<file path="config.mk">
export PLATFORM = sky130hd
export DESIGN_NAME = damper_self_check_fsm_unit
export DESIGN_NICKNAME = d
export VERILOG_FILES = /design/src/design/dsc_pkg.sv /design/src/design/damper_self_check_fsm_unit.sv /design/src/design/dsc_cfg_regs.sv /design/src/design/dsc_seq.sv
export SDC_FILE = /design/constraint.sdc
export NUM_CORES = 1
export LEC_CHECK = 0
export ABC_AREA = 1
export BUFFER_PORTS_ARGS = -buffer_cell sky130_fd_sc_hd__buf_2
export CORE_UTILIZATION = 50
export DETAILED_ROUTE_END_ITERATION = 10
export PLACE_DENSITY_LB_ADDON = 0.2
export RECOVER_POWER = 50
export SLEW_MARGIN = 10
export SYNTH_ARGS = -nofsm -noshare
export SYNTH_HDL_FRONTEND = slang
export SYNTH_HIERARCHICAL = 1
export SYNTH_SLANG_ARGS = --single-unit
</file>
<file path="constraint.sdc">
create_clock -name clk -period 9.79 [get_ports clk]
set_input_delay 0.979 -clock clk [delete_from_list [all_inputs] [get_ports clk]]
set_output_delay 0.979 -clock clk [all_outputs]
set_load 0.02 [all_outputs]
</file>
<file path="src/design/dsc_pkg.sv">
// ----------------------------------------------------------------------------
// dsc_pkg - shared types and constants for the damper self-check sequencer
// Beat payloads, configuration register map, reset values and phase codes.
// ----------------------------------------------------------------------------
`default_nettype none

package dsc_pkg;

  localparam int unsigned CFG_DATA_W  = 16;
  localparam int unsigned CFG_INDEX_W = 2;

  // Configuration register indexes
  localparam logic [CFG_INDEX_W-1:0] CFG_OPEN_THRESHOLD   = 2'd0;
  localparam logic [CFG_INDEX_W-1:0] CFG_CLOSED_THRESHOLD = 2'd1;
  localparam logic [CFG_INDEX_W-1:0] CFG_MOVE_TIMEOUT     = 2'd2;

  // Register reset values
  localparam logic [15:0] OPEN_THRESHOLD_RST   = 16'd4500;
  localparam logic [15:0] CLOSED_THRESHOLD_RST = 16'd500;
  localparam logic [15:0] MOVE_TIMEOUT_RST     = 16'd30000;

  localparam logic [15:0] TIMER_MAX = 16'hFFFF;
  localparam logic [7:0]  FAULT_MAX = 8'hFF;

  // Sequencer phase codes as seen on the result beat
  localparam logic [2:0] PHASE_PROBE       = 3'd0;
  localparam logic [2:0] PHASE_WAIT_OPEN1  = 3'd1;
  localparam logic [2:0] PHASE_START_CLOSE = 3'd2;
  localparam logic [2:0] PHASE_WAIT_CLOSED = 3'd3;
  localparam logic [2:0] PHASE_PASSED      = 3'd4;
  localparam logic [2:0] PHASE_WAIT_OPEN2  = 3'd5;
  localparam logic [2:0] PHASE_FAILED      = 3'd6;

  typedef struct packed {
    logic [15:0] feedback;
    logic [7:0]  elapsed_ms;
  } dsc_in_t;

  typedef struct packed {
    logic       open_drive;
    logic       close_drive;
    logic [2:0] phase;
    logic       finished;
    logic [7:0] fault_count;
  } dsc_out_t;

  typedef struct packed {
    logic [15:0] open_threshold;
    logic [15:0] closed_threshold;
    logic [15:0] move_timeout_ms;
  } dsc_cfg_t;

endpackage

`default_nettype wire

</file>
<file path="src/design/damper_self_check_fsm_unit.sv">
// ----------------------------------------------------------------------------
// damper_self_check_fsm_unit - damper self-check sequencer, top level
// Stages each check-step beat, runs one sequencer step and registers the
// result beat for the downstream side.
// ----------------------------------------------------------------------------
//   channel | direction | handshake              | payload
//   --------+-----------+------------------------+---------------------------
//   in      | in        | in_valid / in_stall    | in_data  (dsc_in_t)
//   out     | out       | out_valid / out_stall  | out_data (dsc_out_t)
//   cfg     | in        | cfg_we                 | cfg_index, cfg_data
//
// One beat per clock sustained while out_stall is low; each beat passes
// through the input stage register, then the result register.
// The sequencer state advances only when a staged beat moves into the result
// register, so state and results stay in step under any stall pattern.
// rst is synchronous: phase probe, timers and fault count zero, drives off,
// registers back to their defaults.
// out_stall holds the result register; the input stage then fills and
// in_stall rises until the result beat is taken.
// ----------------------------------------------------------------------------
`default_nettype none

module damper_self_check_fsm_unit
  import dsc_pkg::*;
(
  input  wire logic                   clk,
  input  wire logic                   rst,
  input  wire logic                   in_valid,
  output logic                        in_stall,
  input  wire dsc_in_t                in_data,
  output logic                        out_valid,
  input  wire logic                   out_stall,
  output dsc_out_t                    out_data,
  input  wire logic                   cfg_we,
  input  wire logic [CFG_INDEX_W-1:0] cfg_index,
  input  wire logic [CFG_DATA_W-1:0]  cfg_data
);

  dsc_cfg_t cfg;
  dsc_out_t result;
  dsc_in_t  s1_data;
  logic     s1_valid;
  logic     out_free;
  logic     advance;

  // Result register can take a beat when empty or being drained
  assign out_free = !out_valid || !out_stall;
  assign advance  = s1_valid && out_free;
  assign in_stall = s1_valid && !out_free;

  dsc_cfg_regs u_cfg (
    .clk       (clk),
    .rst       (rst),
    .cfg_we    (cfg_we),
    .cfg_index (cfg_index),
    .cfg_data  (cfg_data),
    .cfg       (cfg)
  );

  dsc_seq u_seq (
    .clk    (clk),
    .rst    (rst),
    .fire   (advance),
    .item   (s1_data),
    .cfg    (cfg),
    .result (result)
  );

  // Input stage: take a beat whenever the stage is empty or moving on
  always_ff @(posedge clk) begin
    if (rst) begin
      s1_valid <= 1'b0;
    end else if (!in_stall) begin
      s1_valid <= in_valid;
    end
  end

  always_ff @(posedge clk) begin
    if (in_valid && !in_stall) begin
      s1_data <= in_data;
    end
  end

  // Result register: load on advance, hold while stalled
  always_ff @(posedge clk) begin
    if (rst) begin
      out_valid <= 1'b0;
    end else if (out_free) begin
      out_valid <= s1_valid;
    end
  end

  always_ff @(posedge clk) begin
    if (advance) begin
      out_data <= result;
    end
  end

`ifndef ASSERT_OFF
  a_finished_terminal: assert property (@(posedge clk) disable iff (rst)
    out_valid && out_data.finished |->
      (out_data.phase == PHASE_PASSED) || (out_data.phase == PHASE_FAILED))
    else $error("finished set outside a terminal phase");

  a_drives_exclusive: assert property (@(posedge clk) disable iff (rst)
    out_valid |-> !(out_data.open_drive && out_data.close_drive))
    else $error("open and close drives both active");

  a_stall_needs_stage: assert property (@(posedge clk) disable iff (rst)
    in_stall |-> s1_valid && out_valid && out_stall)
    else $error("input stalled without a blocked result");

  a_result_from_stage: assert property (@(posedge clk) disable iff (rst)
    $rose(out_valid) |-> $past(s1_valid))
    else $error("result beat appeared without a staged input beat");
`endif

endmodule

`default_nettype wire

</file>
<file path="src/design/dsc_cfg_regs.sv">
// ----------------------------------------------------------------------------
// dsc_cfg_regs - configuration registers
// Holds the thresholds and the move timeout; writes beyond the map are dropped.
// ----------------------------------------------------------------------------
`default_nettype none

module dsc_cfg_regs
  import dsc_pkg::*;
(
  input  wire logic                   clk,
  input  wire logic                   rst,
  input  wire logic                   cfg_we,
  input  wire logic [CFG_INDEX_W-1:0] cfg_index,
  input  wire logic [CFG_DATA_W-1:0]  cfg_data,
  output dsc_cfg_t                    cfg
);

  always_ff @(posedge clk) begin
    if (rst) begin
      cfg.open_threshold   <= OPEN_THRESHOLD_RST;
      cfg.closed_threshold <= CLOSED_THRESHOLD_RST;
      cfg.move_timeout_ms  <= MOVE_TIMEOUT_RST;
    end else if (cfg_we) begin
      unique case (cfg_index)
        CFG_OPEN_THRESHOLD:   cfg.open_threshold   <= cfg_data;
        CFG_CLOSED_THRESHOLD: cfg.closed_threshold <= cfg_data;
        CFG_MOVE_TIMEOUT:     cfg.move_timeout_ms  <= cfg_data;
        default: ;
      endcase
    end
  end

endmodule

`default_nettype wire

</file>
<file path="src/design/dsc_seq.sv">
// ----------------------------------------------------------------------------
// dsc_seq - self-check sequencer state and step logic
// Computes one step from the staged beat and commits the state when fired.
// ----------------------------------------------------------------------------
`default_nettype none

module dsc_seq
  import dsc_pkg::*;
(
  input  wire logic     clk,
  input  wire logic     rst,
  input  wire logic     fire,
  input  wire dsc_in_t  item,
  input  wire dsc_cfg_t cfg,
  output dsc_out_t      result
);

  typedef enum logic [2:0] {
    PH_PROBE       = PHASE_PROBE,
    PH_WAIT_OPEN1  = PHASE_WAIT_OPEN1,
    PH_START_CLOSE = PHASE_START_CLOSE,
    PH_WAIT_CLOSED = PHASE_WAIT_CLOSED,
    PH_PASSED      = PHASE_PASSED,
    PH_WAIT_OPEN2  = PHASE_WAIT_OPEN2,
    PH_FAILED      = PHASE_FAILED
  } phase_t;

  phase_t      phase, phase_next;
  logic        opened_once, opened_once_next;
  logic [15:0] open_timer, open_timer_next;
  logic [15:0] close_timer, close_timer_next;
  logic [7:0]  fault_counter, fault_counter_next;
  logic        done_flag, done_flag_next;
  logic        open_out, open_out_next;
  logic        close_out, close_out_next;

  logic [16:0] open_sum, close_sum;
  logic [15:0] open_acc, close_acc;
  logic [7:0]  fault_inc;
  logic        is_open, is_closed;
  logic        open_expired, close_expired;

  always_comb begin
    open_sum  = {1'b0, open_timer} + {9'b0, item.elapsed_ms};
    close_sum = {1'b0, close_timer} + {9'b0, item.elapsed_ms};
    open_acc  = open_sum[16] ? TIMER_MAX : open_sum[15:0];
    close_acc = close_sum[16] ? TIMER_MAX : close_sum[15:0];
    fault_inc = (fault_counter == FAULT_MAX) ? fault_counter : fault_counter + 8'd1;

    is_open       = item.feedback >= cfg.open_threshold;
    is_closed     = item.feedback <= cfg.closed_threshold;
    open_expired  = open_acc >= cfg.move_timeout_ms;
    close_expired = close_acc >= cfg.move_timeout_ms;

    phase_next         = phase;
    opened_once_next   = opened_once;
    open_timer_next    = open_acc;
    close_timer_next   = close_acc;
    fault_counter_next = fault_counter;
    done_flag_next     = done_flag;
    open_out_next      = open_out;
    close_out_next     = close_out;

    unique case (phase)
      PH_PROBE: begin
        if (is_closed) begin
          open_out_next    = 1'b1;
          close_out_next   = 1'b0;
          open_timer_next  = '0;
          opened_once_next = 1'b1;
          phase_next       = PH_WAIT_OPEN1;
        end else begin
          phase_next = PH_START_CLOSE;
        end
      end
      PH_WAIT_OPEN1: begin
        if (is_open) begin
          phase_next = PH_PROBE;
        end else if (open_expired) begin
          open_out_next      = 1'b0;
          close_out_next     = 1'b1;
          close_timer_next   = '0;
          fault_counter_next = fault_inc;
          phase_next         = PH_FAILED;
        end
      end
      PH_START_CLOSE: begin
        open_out_next    = 1'b0;
        close_out_next   = 1'b1;
        close_timer_next = '0;
        phase_next       = PH_WAIT_CLOSED;
      end
      PH_WAIT_CLOSED: begin
        if (is_closed) begin
          if (!opened_once) begin
            open_out_next   = 1'b1;
            close_out_next  = 1'b0;
            open_timer_next = '0;
            phase_next      = PH_WAIT_OPEN2;
          end else begin
            open_out_next      = 1'b0;
            close_out_next     = 1'b1;
            close_timer_next   = '0;
            fault_counter_next = '0;
            phase_next         = PH_PASSED;
          end
        end else if (close_expired) begin
          open_out_next      = 1'b0;
          close_out_next     = 1'b1;
          close_timer_next   = '0;
          fault_counter_next = fault_inc;
          phase_next         = PH_FAILED;
        end
      end
      PH_WAIT_OPEN2: begin
        if (is_open) begin
          open_out_next    = 1'b0;
          close_out_next   = 1'b1;
          close_timer_next = '0;
          opened_once_next = 1'b1;
          phase_next       = PH_WAIT_CLOSED;
        end else if (open_expired) begin
          open_out_next      = 1'b0;
          close_out_next     = 1'b1;
          close_timer_next   = '0;
          fault_counter_next = fault_inc;
          phase_next         = PH_FAILED;
        end
      end
      PH_PASSED, PH_FAILED: begin
        done_flag_next = 1'b1;
      end
      default: ;  // unreachable code: hold
    endcase

    result.open_drive  = open_out_next;
    result.close_drive = close_out_next;
    result.phase       = phase_next;
    result.finished    = done_flag_next;
    result.fault_count = fault_counter_next;
  end

  always_ff @(posedge clk) begin
    if (rst) begin
      phase         <= PH_PROBE;
      opened_once   <= 1'b0;
      open_timer    <= '0;
      close_timer   <= '0;
      fault_counter <= '0;
      done_flag     <= 1'b0;
      open_out      <= 1'b0;
      close_out     <= 1'b0;
    end else if (fire) begin
      phase         <= phase_next;
      opened_once   <= opened_once_next;
      open_timer    <= open_timer_next;
      close_timer   <= close_timer_next;
      fault_counter <= fault_counter_next;
      done_flag     <= done_flag_next;
      open_out      <= open_out_next;
      close_out     <= close_out_next;
    end
  end

endmodule

`default_nettype wire
</file>
**Word level (Yosys, flattened, before mapping)**

Cells that the tools add are included.

- Add/sub/neg operators: 3
- Order comparisons: 4
- Equality and inequality tests: 11
- Multiplexer cells: 48
- Reductions and logical operators: 17

Operators with widths:

| operator | number |
|---|---|
| $mux 16 | 11 |
| $pmux 16 s4 | 1 |
| $ge 16x16->1 | 3 |
| $mux 8 | 6 |
| $add 16x8->17 | 2 |
| $pmux 16 s2 | 1 |
| $mux 1 | 18 |
| $le 16x16->1 | 1 |
| $pmux 8 s2 | 1 |
| $mux 3 | 5 |
| $pmux 3 s5 | 1 |
| $pmux 1 s5 | 2 |
| $eq 3x3->1 const B | 3 |
| $add 8x1->8 const B | 1 |
| $eq 8x8->1 const B | 1 |
| $eq 3x2->1 const B | 2 |
| $reduce_and 2->1 | 3 |
| $logic_not 1->1 | 4 |
| $ne 2x1->1 const B | 2 |
| $reduce_and 4->1 | 1 |
| $reduce_or 2->1 | 2 |
| $eq 3x1->1 const B | 1 |
| $logic_and 1x1->1 | 3 |
| $logic_not 3->1 | 1 |
| 7 further kinds | 7 |

- Bits in registers: 135
- Output and inout bits: 16

**Depth between registers and ports, before layout**

Gate-level depths: netlist (run 1).

- Word-level depth: 6
- Gate-level depth with buffers: 27
- Depth with buffers taken out: 27

**Hierarchy**

Netlist (run 1), hierarchy kept.

Modules (own cells, without submodules):

| module | instances | cells an instance | area each (um^2) | seq. area each (um^2) |
|---|---|---|---|---|
| dsc_seq | 1 | 954 | 5903.2 | 940.9 |
| dsc_cfg_regs | 1 | 277 | 1965.6 | 960.9 |
| damper_self_check_fsm_unit | 1 | 50 | 1232.4 | 1181.1 |

**Worst setup path before layout (run 1)**

No wires, ideal clock.

- Kind: register -> register
- Start: reg s1_data[0] in the netlist's numbering
- End: reg out_data[6] in the netlist's numbering (data pin)
- Data arrival time: 3.112 ns
- Path slack: 6.419 ns
- Cell stages (with the launch flop): 25
- Buffers on the path: 1
- Cells stage by stage: edfxtp_1 > ha_1 > fa_1 > nand3_1 > nand2_1 > nand2_1 > nand2_1 > nand2_2 > inv_1 > or2_2 > nand2_1 > inv_1 > ha_1 > nand2_2 > o21bai_1 > nand2_1 > nand2_1 > nand2_1 > inv_2 > nand2_4 > buf_6 > o21ai_0 > nand2_1 > a21oi_1 > nand2_1

RTL lines:

| item | line | source |
|---|---|---|
| start, declared | damper_self_check_fsm_unit.sv:41 | `dsc_in_t s1_data;` |
| start signal, assigned | damper_self_check_fsm_unit.sv:80 | `s1_data <= in_data;` |
| end signal, assigned | damper_self_check_fsm_unit.sv:95 | `out_data <= result;` |
| end, declared | damper_self_check_fsm_unit.sv:33 | `output dsc_out_t out_data,` |

==> impl_results.rst, run 1 <==
.. list-table::
   :header-rows: 1

   * - Metric
     - Value
   * - CTS-repair resized insts
     - 0
   * - Period utilization
     - 0.489
   * - Synth Cell Area
     - slightly above 9000 µm²
   * - Worst setup slack after placement
     - 5.73 ns
   * - Library cell contributing the largest single delay on the critical path
     - clkbuf_1
   * - Worst slew margin relative to its limit
     - -0.859
   * - Final Total Pwr
     - approximately 1.6 mW
   * - Floorplan die width
     - approximately 140 µm
   * - Final Routed Wirelength
     - ~22 mm
   * - Yosys warnings
     - 6
   * - Pre-antenna DRT Iters
     - 6
   * - Post-layout worst setup margin
     - ~5 ns
   * - Count of maximum capacitance violations
     - 2
   * - Via count
     - roughly 8000
   * - WP data arrival
     - 5.09 ns
   * - Pins Over Slew Limit
     - 84
   * - Effective utilization at floorplan
     - 0.519
   * - Detailed placement HPWL
     - 15.6 mm
   * - Remaining antenna violation count
     - 0
   * - Hold violation count in the final report
     - 0
   * - Largest fanout of any net on the critical path
     - 48
   * - Drc violations
     - 0
   * - Sequential-to-total area share from yosys stat
     - 0.339
   * - Setup TNS Final
     - 0 ns
   * - Power density over the cells
     - ~160 nW/µm²
   * - Post-synth cell types
     - 50
   * - Maximum number of pins on one net before global-route repair
     - around 50
   * - Gp weighted congestion
     - just under 0.9
   * - Worst hold path startpoint
     - u_cfg/cfg[10]
   * - #FFs+latches synth
     - ~140
   * - Final global-route overflow total
     - 0
   * - Classification of the worst setup path
     - input pin to register
   * - Worst voltage drop across the vdd grid
     - between 0.1 and 0.15 mV
   * - Setup violators final
     - 0
   * - Final nets
     - between 1000 and 1500
   * - R2R Path Start
     - s1_data[0]
   * - Die Y
     - ~140 µm
   * - Final Skew
     - roughly 0.011 ns
   * - Input/output buffers
     - 62
   * - Run status
     - finished with violations
   * - Static Leakage
     - between 5 and 6 nW
   * - Count of hold buffers inserted by post-cts repair
     - 0
   * - Violated checks
     - capacitance limit, slew limit
   * - Actual slew at the worst max-slew pin
     - around 2.8 ns
   * - Count of non-filler cells in the finished layout
     - 1565
   * - Post-CTS setup buffers
     - 0
   * - Share of final-layout standard cells stronger than drive strength 1
     - 0.122
   * - Min Clock Period, post-route
     - approximately 4.8 ns
   * - Cell count after placement
     - about 1500
   * - Num ports
     - 63
   * - CTS clock-pin slew for the worst setup and hold paths
     - around 0.06 ns
   * - Via density per instance
     - ~5
   * - First element of the critical path
     - rst
   * - Delay of the slowest cell on the worst path
     - between 1.5 and 2 ns
   * - Worst Setup End Kind
     - register
   * - CTS buffer count
     - 17
   * - Post-layout utilization of the core
     - 0.574
   * - Gate count after technology mapping
     - 1281
   * - Antenna violations before repair
     - 0
   * - CTS tree
     - built
   * - Syn avg cell area
     - around 7.1 µm²
   * - Data required time at the worst endpoint
     - a little over 10 ns
   * - Antenna Diode Count
     - 0
   * - Path type of the worst min-delay path
     - register to register
   * - Root buffer cell
     - clkbuf_16
   * - H-tree depth reported by CTS
     - 4
   * - Die Area
     - roughly 19000 µm²
   * - FMAX
     - ~210 MHz
   * - Total track usage
     - 0.249
   * - First-pass GRT wire length
     - about 36 mm
   * - Total nets after synthesis
     - around 1400
   * - Bufs on Longest Clock Path
     - 2
   * - Clock latency of the later-clocked register in the worst-skew pair
     - 0.42 ns
   * - Placement Rows
     - 48
   * - Syn-to-layout area delta
     - 10.6%
   * - Critical Path Start Type
     - input pin
   * - Number of sinks on the clock net
     - ~140
   * - Vias in the first global route
     - 7289
   * - RSZ-0062 raised after global routing
     - false
   * - Area of the core region
     - 17500 µm²
   * - Number of design-rule violations left by the first detailed-router iteration
     - between 500 and 600
   * - Chain of cells forming the critical path
     - buf_2 -> clkbuf_1 -> clkinv_1 -> buf_4 -> nand2_1 -> nor2_1
   * - Wire per inst
     - ~14 µm
[cell type report]
type                    instances  area, µm²
well taps                     225        282
flip-flops and latches        135       3080
repair buffers                 66        313
inverters                     189        714
multi-input cells             918       5010
clock buffers                  21        504
clock inverters                11        156
fillers                      1676       7470
[synth_stat cells, drive strengths merged]
cell type,instances,area share
a21oi,118,0.072
buf,23,0.021
a21o,4,0.0033
inv,189,0.078
o21bai,4,0.0033
o211ai,1,0.0014
xnor2,3,0.0029
and3,1,0.00069
nand3b,5,0.0041
xor2,9,0.0087
nand2,384,0.17
a31oi,1,0.00069
nand4,19,0.014
clkbuf,15,0.0095
dfxtp,97,0.21
dlygate4sd3,1,0.0011
o311ai,1,0.00096
fa,2,0.0044
ha,81,0.11
nand3,103,0.061
edfxtp,38,0.13
or2,5,0.0034
nor3,9,0.0060
nor2,126,0.059
nor3b,1,0.0014
o22ai,1,0.00069
o21ai,36,0.021
nor4,2,0.0027
o21a,1,0.00083
a21boi,1,0.00083
[critical path, delay by kind of cell]
kind / cells / cell delay [ns]
simple gates: 2 / 0.16
buf+inv: 4 / 3.91
[cell families (layout without fill, tap and decap cells)]
logic type | Yosys count | after routing | share of synthesized area
fa+ha+maj | 83 | 83 | 0.116
flops | 135 | 135 | 0.339
compound gates | 168 | 168 | 0.104
simple gates | 655 | 655 | 0.320
buf+inv | 228 | 287 | 0.110
xor+xnor | 12 | 12 | 0.0115
[routing by layer]
metal | share of wire | global-route usage
met1 | 0.48 | 0.334
met5 | 0 | 0
met4 | 0.014 | 0.0665
met3 | 0.043 | 0.0485
met2 | 0.46 | 0.407
[metrics by stage]
| step | area, µm² | hold slack (ns) |
|---|---|---|
| after CTS | 10100 | 0.458 |
| after global routing | 10100 | 0.483 |
| after floorplan | 9100 | 0.429 |
| after global placement | 9450 | 0.442 |
| final | 10100 | 0.457 |
| after detailed placement | 9450 | 0.442 |
[sequential cells by signal (all words and copies together) (netlist names), 3 cells and up]
register,cells
u_seq/open_timer,16
u_cfg/cfg,48
u_seq/close_timer,16
u_seq/phase,3
out_data,14
s1_data,24
u_seq/fault_counter,8
[final timing paths]
check             cells past startpoint  slack (ns)             end
setup / recovery                      6        5.01   u_cfg/cfg[15]
hold / removal                        2        0.46   u_cfg/cfg[10]
setup reg to reg                     22        5.62  u_seq/open_out
hold reg to reg                       2        0.46   u_cfg/cfg[10]
[placed cells by master (no fill, tap or decap), drive strengths merged, types with 38 or more instances in the layout]
| cell type | n |
|---|---|
| nand2 | 384 |
| inv | 191 |
| nor2 | 126 |
| a21oi | 118 |
| nand3 | 103 |
| dfxtp | 97 |
| ha | 81 |
| buf | 48 |
| clkbuf | 39 |
| edfxtp | 38 |
[power breakdown]
group | internal (mW) | switching, mW
Clock | 0.450 | 0.261
Sequential | 0.608 | 0.0212
Combinational | 0.0945 | 0.182
Power figures use the tool's default switching activity.
==> inputs of run 2 (changes only) <==
Settings changed: ABC_AREA 1 to 0.
Clock period 9.79 ns to 4.1 ns, I/O delays scaled along.
==> run 2 against run 1 <==
The run ends with capacitance limit, slew limit, setup timing left. Critical path type is now register to register. Synthesized cell count decreased by 29%. Synthesized area decreased by 9.0%. Count of clock-buffer cells in the layout decreased by 3. Via count decreased by 11%. Non-clock buffer count increased by 101.
==> impl_results.rst, run 2 <==
.. list-table::
   :header-rows: 1

   * - Metric
     - Value
   * - Antenna Diode Count
     - 0 (unchanged)
   * - Synth Cell Area
     - 8280 µm² (was 9100 µm²)
   * - #FFs+latches synth
     - 135 (unchanged)
   * - FMAX
     - 226 MHz
   * - CTS buffer count
     - 17 (unchanged)
   * - Period utilization
     - 1.08
   * - Final Routed Wirelength
     - 20.8 mm (was 21.7 mm)
   * - First-pass GRT wire length
     - 33.7 mm (was 35.9 mm)
   * - Number of flops mapped to enable cells by yosys
     - 38 (unchanged)
   * - Maximum number of pins on one net before global-route repair
     - 93 (was 49)
   * - Violated checks
     - capacitance limit, slew limit, setup timing (was capacitance limit, slew limit)
   * - Final nets
     - 1182 (was 1457)
   * - Remaining antenna violation count
     - 0 (unchanged)
   * - Static Leakage
     - 4.54 nW (was 5.07 nW)
   * - Yosys top cell by area
     - dfxtp_1 (unchanged)
   * - Pre-antenna DRT Iters
     - 5 (was 6)
   * - Die Y
     - 131 µm (was 137 µm)
   * - Most used cells in the layout excluding fill and tap cells
     - 97 x dfxtp_1, 87 x buf_4, 86 x nor2_1, 76 x ha_1, 61 x nand2_1 (was 359 x nand2_1, 176 x inv_1, 113 x nor2_1, 103 x a21oi_1)
   * - Path type of the worst min-delay path
     - input pin to register (was register to register)
   * - H-tree depth reported by CTS
     - 4 (unchanged)
   * - Crit path max-delay family
     - compound AO/OA/AOI/OAI gates (was buffers and inverters)
   * - WP data arrival
     - 4.60 ns (was 5.09 ns)
   * - Area of the core region
     - 16000 µm² (was 17500 µm²)
   * - Logic gate share of total power
     - 0.169 (was 0.171)
   * - Root buffer cell
     - clkbuf_16 (unchanged)
   * - Run status
     - finished with violations (unchanged)
   * - Bufs and invs on worst path
     - 1 (was 4)
   * - Largest fanout of any net on the critical path
     - 5 (was 48)
   * - RSZ-0062 raised after global routing
     - true (was false)
   * - Syn-to-layout area delta
     - 27.3% (was 10.6%)
   * - Library cell contributing the largest single delay on the critical path
     - edfxtp_1 (was clkbuf_1)
   * - Die Area
     - 17100 µm² (was 18700 µm²)
   * - Bufs on Longest Clock Path
     - 2 (unchanged)
   * - Most common flop cell mapped by yosys
     - dfxtp_1 (unchanged)
   * - Total met3 wirelength after detailed routing
     - 780 µm (was 939 µm)
   * - Number of flip-flops under the largest register name
     - 48 (unchanged)
   * - Uppermost layer routed
     - met4 (unchanged)
   * - Number of sinks on the clock net
     - 135 (unchanged)
   * - Most common cell in the netlist
     - dfxtp_1 (was nand2_1)
   * - Clock latency of the later-clocked register in the worst-skew pair
     - 0.43 ns (was 0.42 ns)
   * - Post-place instance area
     - 9430 µm² (was 9450 µm²)
   * - Chain of cells forming the critical path
     - buf_6 -> fa_2 -> a211o_1 -> o211ai_1 -> a21o_1 -> a21oi_4 -> nand2_2 -> or3b_4 -> a21boi_1 -> ha_1 -> a21o_1 -> nand3_1 -> a21oi_1 -> a2111o_1 -> nor3b_4 -> a22o_4 -> a211o_1 -> a21o_1 (was buf_2 -> clkbuf_1 -> clkinv_1 -> buf_4 -> nand2_1 -> nor2_1)
   * - Yosys warnings
     - 6 (unchanged)
   * - Classification of the worst setup path
     - register to register (was input pin to register)
   * - Syn avg cell area
     - 9.09 µm² (was 7.10 µm²)
   * - Share of final-layout standard cells stronger than drive strength 1
     - 0.248 (was 0.122)
   * - Net switching power
     - 0.977 mW (was 0.464 mW)
   * - Power density over the cells
     - 346 nW/µm² (was 161 nW/µm²)
   * - Design area
     - 10500 µm² (was 10100 µm²)
   * - Data required time at the worst endpoint
     - 4.28 ns (was 10.10 ns)
   * - Count of maximum capacitance violations
     - 2 (unchanged)
   * - Antenna violations before repair
     - 0 (unchanged)
   * - Leading registers by flop count
     - u_cfg/cfg (48), s1_data (24) (unchanged)
   * - Count of hold buffers inserted by post-cts repair
     - 0 (unchanged)
   * - Total track usage
     - 0.256 (was 0.249)
   * - Effective utilization at floorplan
     - 0.518 (was 0.519)
   * - Number of design-rule violations left by the first detailed-router iteration
     - 555 (was 507)
   * - Cell type with the highest occurrence count on the critical path
     - a21o_1
   * - Final Skew
     - 0.00835 ns (was 0.0108 ns)
   * - Pins Over Slew Limit
     - 141 (was 84)
   * - Delay of the slowest cell on the worst path
     - 0.42 ns (was 1.96 ns)
   * - Synth top area cells
     - dfxtp_1 23%, edfxtp_1 14%, ha_1 12%, mux2i_1 6.0%, nand2b_1 4.2% (was dfxtp_1 21%, nand2_1 15%, edfxtp_1 13%, ha_1 11%, inv_1 7.3%)
   * - Drc violations
     - 0 (unchanged)
   * - Wire per inst
     - 16.2 µm (was 13.9 µm)
   * - Gate count after technology mapping
     - 911 (was 1281)
   * - Via count
     - 7141 (was 8015)
   * - Worst Setup End Kind
     - register (unchanged)
   * - Largest register by flop count
     - u_cfg/cfg (unchanged)
   * - Setup violators final
     - 40 (was 0)
   * - Floorplan die width
     - 131 µm (was 137 µm)
   * - CTS tree
     - built (unchanged)
   * - Gp weighted congestion
     - 0.896 (was 0.887)
   * - Top cells by instance count after synthesis
     - 97 x dfxtp_1, 92 x nor2_1, 81 x ha_1, 63 x nand2_1 (was 359 x nand2_1, 176 x inv_1, 113 x nor2_1, 103 x a21oi_1, 97 x dfxtp_1)
   * - FFs w/ async S/R, synth
     - 0 (unchanged)
   * - Min Clock Period, post-route
     - 4.42 ns
   * - Total nets after synthesis
     - 1041 (was 1411)
   * - Sequential-to-total area share from yosys stat
     - 0.372 (was 0.339)
   * - Num ports
     - 63 (unchanged)
   * - Post-layout worst setup margin
     - -0.319 ns (was 5.01 ns)
   * - Input/output buffers
     - 62 (unchanged)
   * - Share of total power in the clock network
     - 0.428 (was 0.440)
   * - Placement Rows
     - 46 (was 48)
   * - Vias in the first global route
     - 6904 (was 7289)
   * - Hold violation count in the final report
     - 0 (unchanged)
   * - Critical Path Start Type
     - register (was input pin)
   * - Worst slew margin relative to its limit
     - -0.515 (was -0.859)
   * - Share of the synthesized area in the top cell type
     - 0.234 (was 0.213)
   * - Actual slew at the worst max-slew pin
     - 2.27 ns (was 2.79 ns)
   * - Worst voltage drop across the vdd grid
     - 0.288 mV (was 0.123 mV)
   * - CTS clock-pin slew for the worst setup and hold paths
     - 0.06 ns (about the same)
   * - Cell internal power dissipation
     - 2.67 mW (was 1.15 mW)
   * - Most common cell after layout, fill and taps aside
     - dfxtp_1 (was nand2_1)
   * - Sequential group share of total power
     - 0.403 (was 0.389)
   * - Net switching share of the total power
     - 0.268 (was 0.287)
   * - Setup TNS Final
     - -7.87 ns (was 0 ns)
   * - Via density per instance
     - 5.57 (was 5.12)
   * - Detailed placement HPWL
     - 14.5 mm (was 15.6 mm)
   * - Routed length on met1
     - 9.84 mm (was 10.5 mm)
   * - Final global-route overflow total
     - 0 (unchanged)
   * - Post-synth cell types
     - 78 (was 50)
   * - Amount of wire on met2 after detailed routing
     - 9.72 mm (was 9.99 mm)
run 2: changes by cell type in the layout (fill, tap and decap cells not counted), moves of 50 or more:
cell and delta:
buf_4 +85, inv_1 -118, a21oi_1 -55, nand2_1 -298
nand2b_1 +54, nand3_1 -83, mux2i_1 +50
run 2: cell families after synthesis:
family / after synthesis / synth area share
and+or+nand+nor: 311 / 0.190
buffers and inverters: 104 / 0.0533
adders and majority gates: 83 / 0.127
xor gates and xnor gates: 8 / 0.00846
DFF: 135 / 0.372
AOI/OAI and AO/OA: 217 / 0.183
muxes: 53 / 0.0659
run 2: worst paths after layout:
| kind | from | end | slack (ns) | cells past startpoint |
|---|---|---|---|---|
| worst max-delay path | s1_data[1] | out_data[2] | -0.32 | 18 |
| worst min-delay path | in_data[9] | s1_data[9] | 0.15 | 1 |
| worst min register to register | u_seq/open_timer[3] | u_seq/open_timer[3] | 0.47 | 2 |
| worst max register to register | s1_data[1] | out_data[2] | -0.32 | 18 |
run 2: timing repair:
action                                  CTS  global route
endpoints found under the setup margin   41            42
pin swaps                                21            16
gates resized for setup                  34            51
endpoints found under the hold margin     0             0
buffers inserted                          7             8
cloned                                    0             2
run 2: metrics by stage:
step | total power [mW] | hold WS (ns) | std cells | worst slack (ns) | util
6_report | 3.65 | 0.151 | 1281 | -0.319 | 0.659
3_3_place_gp | 2.04 | 0.457 | 1232 | -0.248 | 0.589
5_1_grt | 3.81 | 0.135 | 1281 | -0.521 | 0.659
2_1_floorplan | 1.85 | 0.431 | 911 | -0.183 | -
3_5_place_dp | 2.04 | 0.462 | 1232 | -0.320 | 0.589
4_1_cts | 3.63 | 0.137 | 1271 | -0.253 | 0.641
run 2: metal layers:
metal  vias to the layer above  track usage
met5                         -            0
met4                         0       0.0994
met3                        33       0.0452
met2                       171        0.423
met1                      3337        0.332
li1                       3600            -
run 2: final cells by class:
type	count	area, µm²
sequential	135	3080
multi-input combinational	672	5230
timing repair buffer	167	1130
fill	1332	5460
tap	216	270
clock inverter	14	175
inverter	59	221
clock buffer	18	429
run 2: worst reg2reg max path, delay by kind of cell, from the launching register on:
kind	cells	cell delay, ns
adder cells (fa/ha/maj)	2	0.70
buffers and inverters	1	0.16
AO/OA/AOI/OAI	11	2.14
AND/OR/NAND/NOR	4	0.76
flip-flops	1	0.42
run 2: power groups by stage:
stage | combinational, mW | clock [mW] | sequential (mW)
finish | 0.616 | 1.56 | 1.47
global route | 0.686 | 1.65 | 1.48
CTS | 0.572 | 1.59 | 1.47
detailed placement | 0.546 | 0 | 1.50
global placement | 0.541 | 0 | 1.50
floorplan | 0.361 | 0 | 1.49
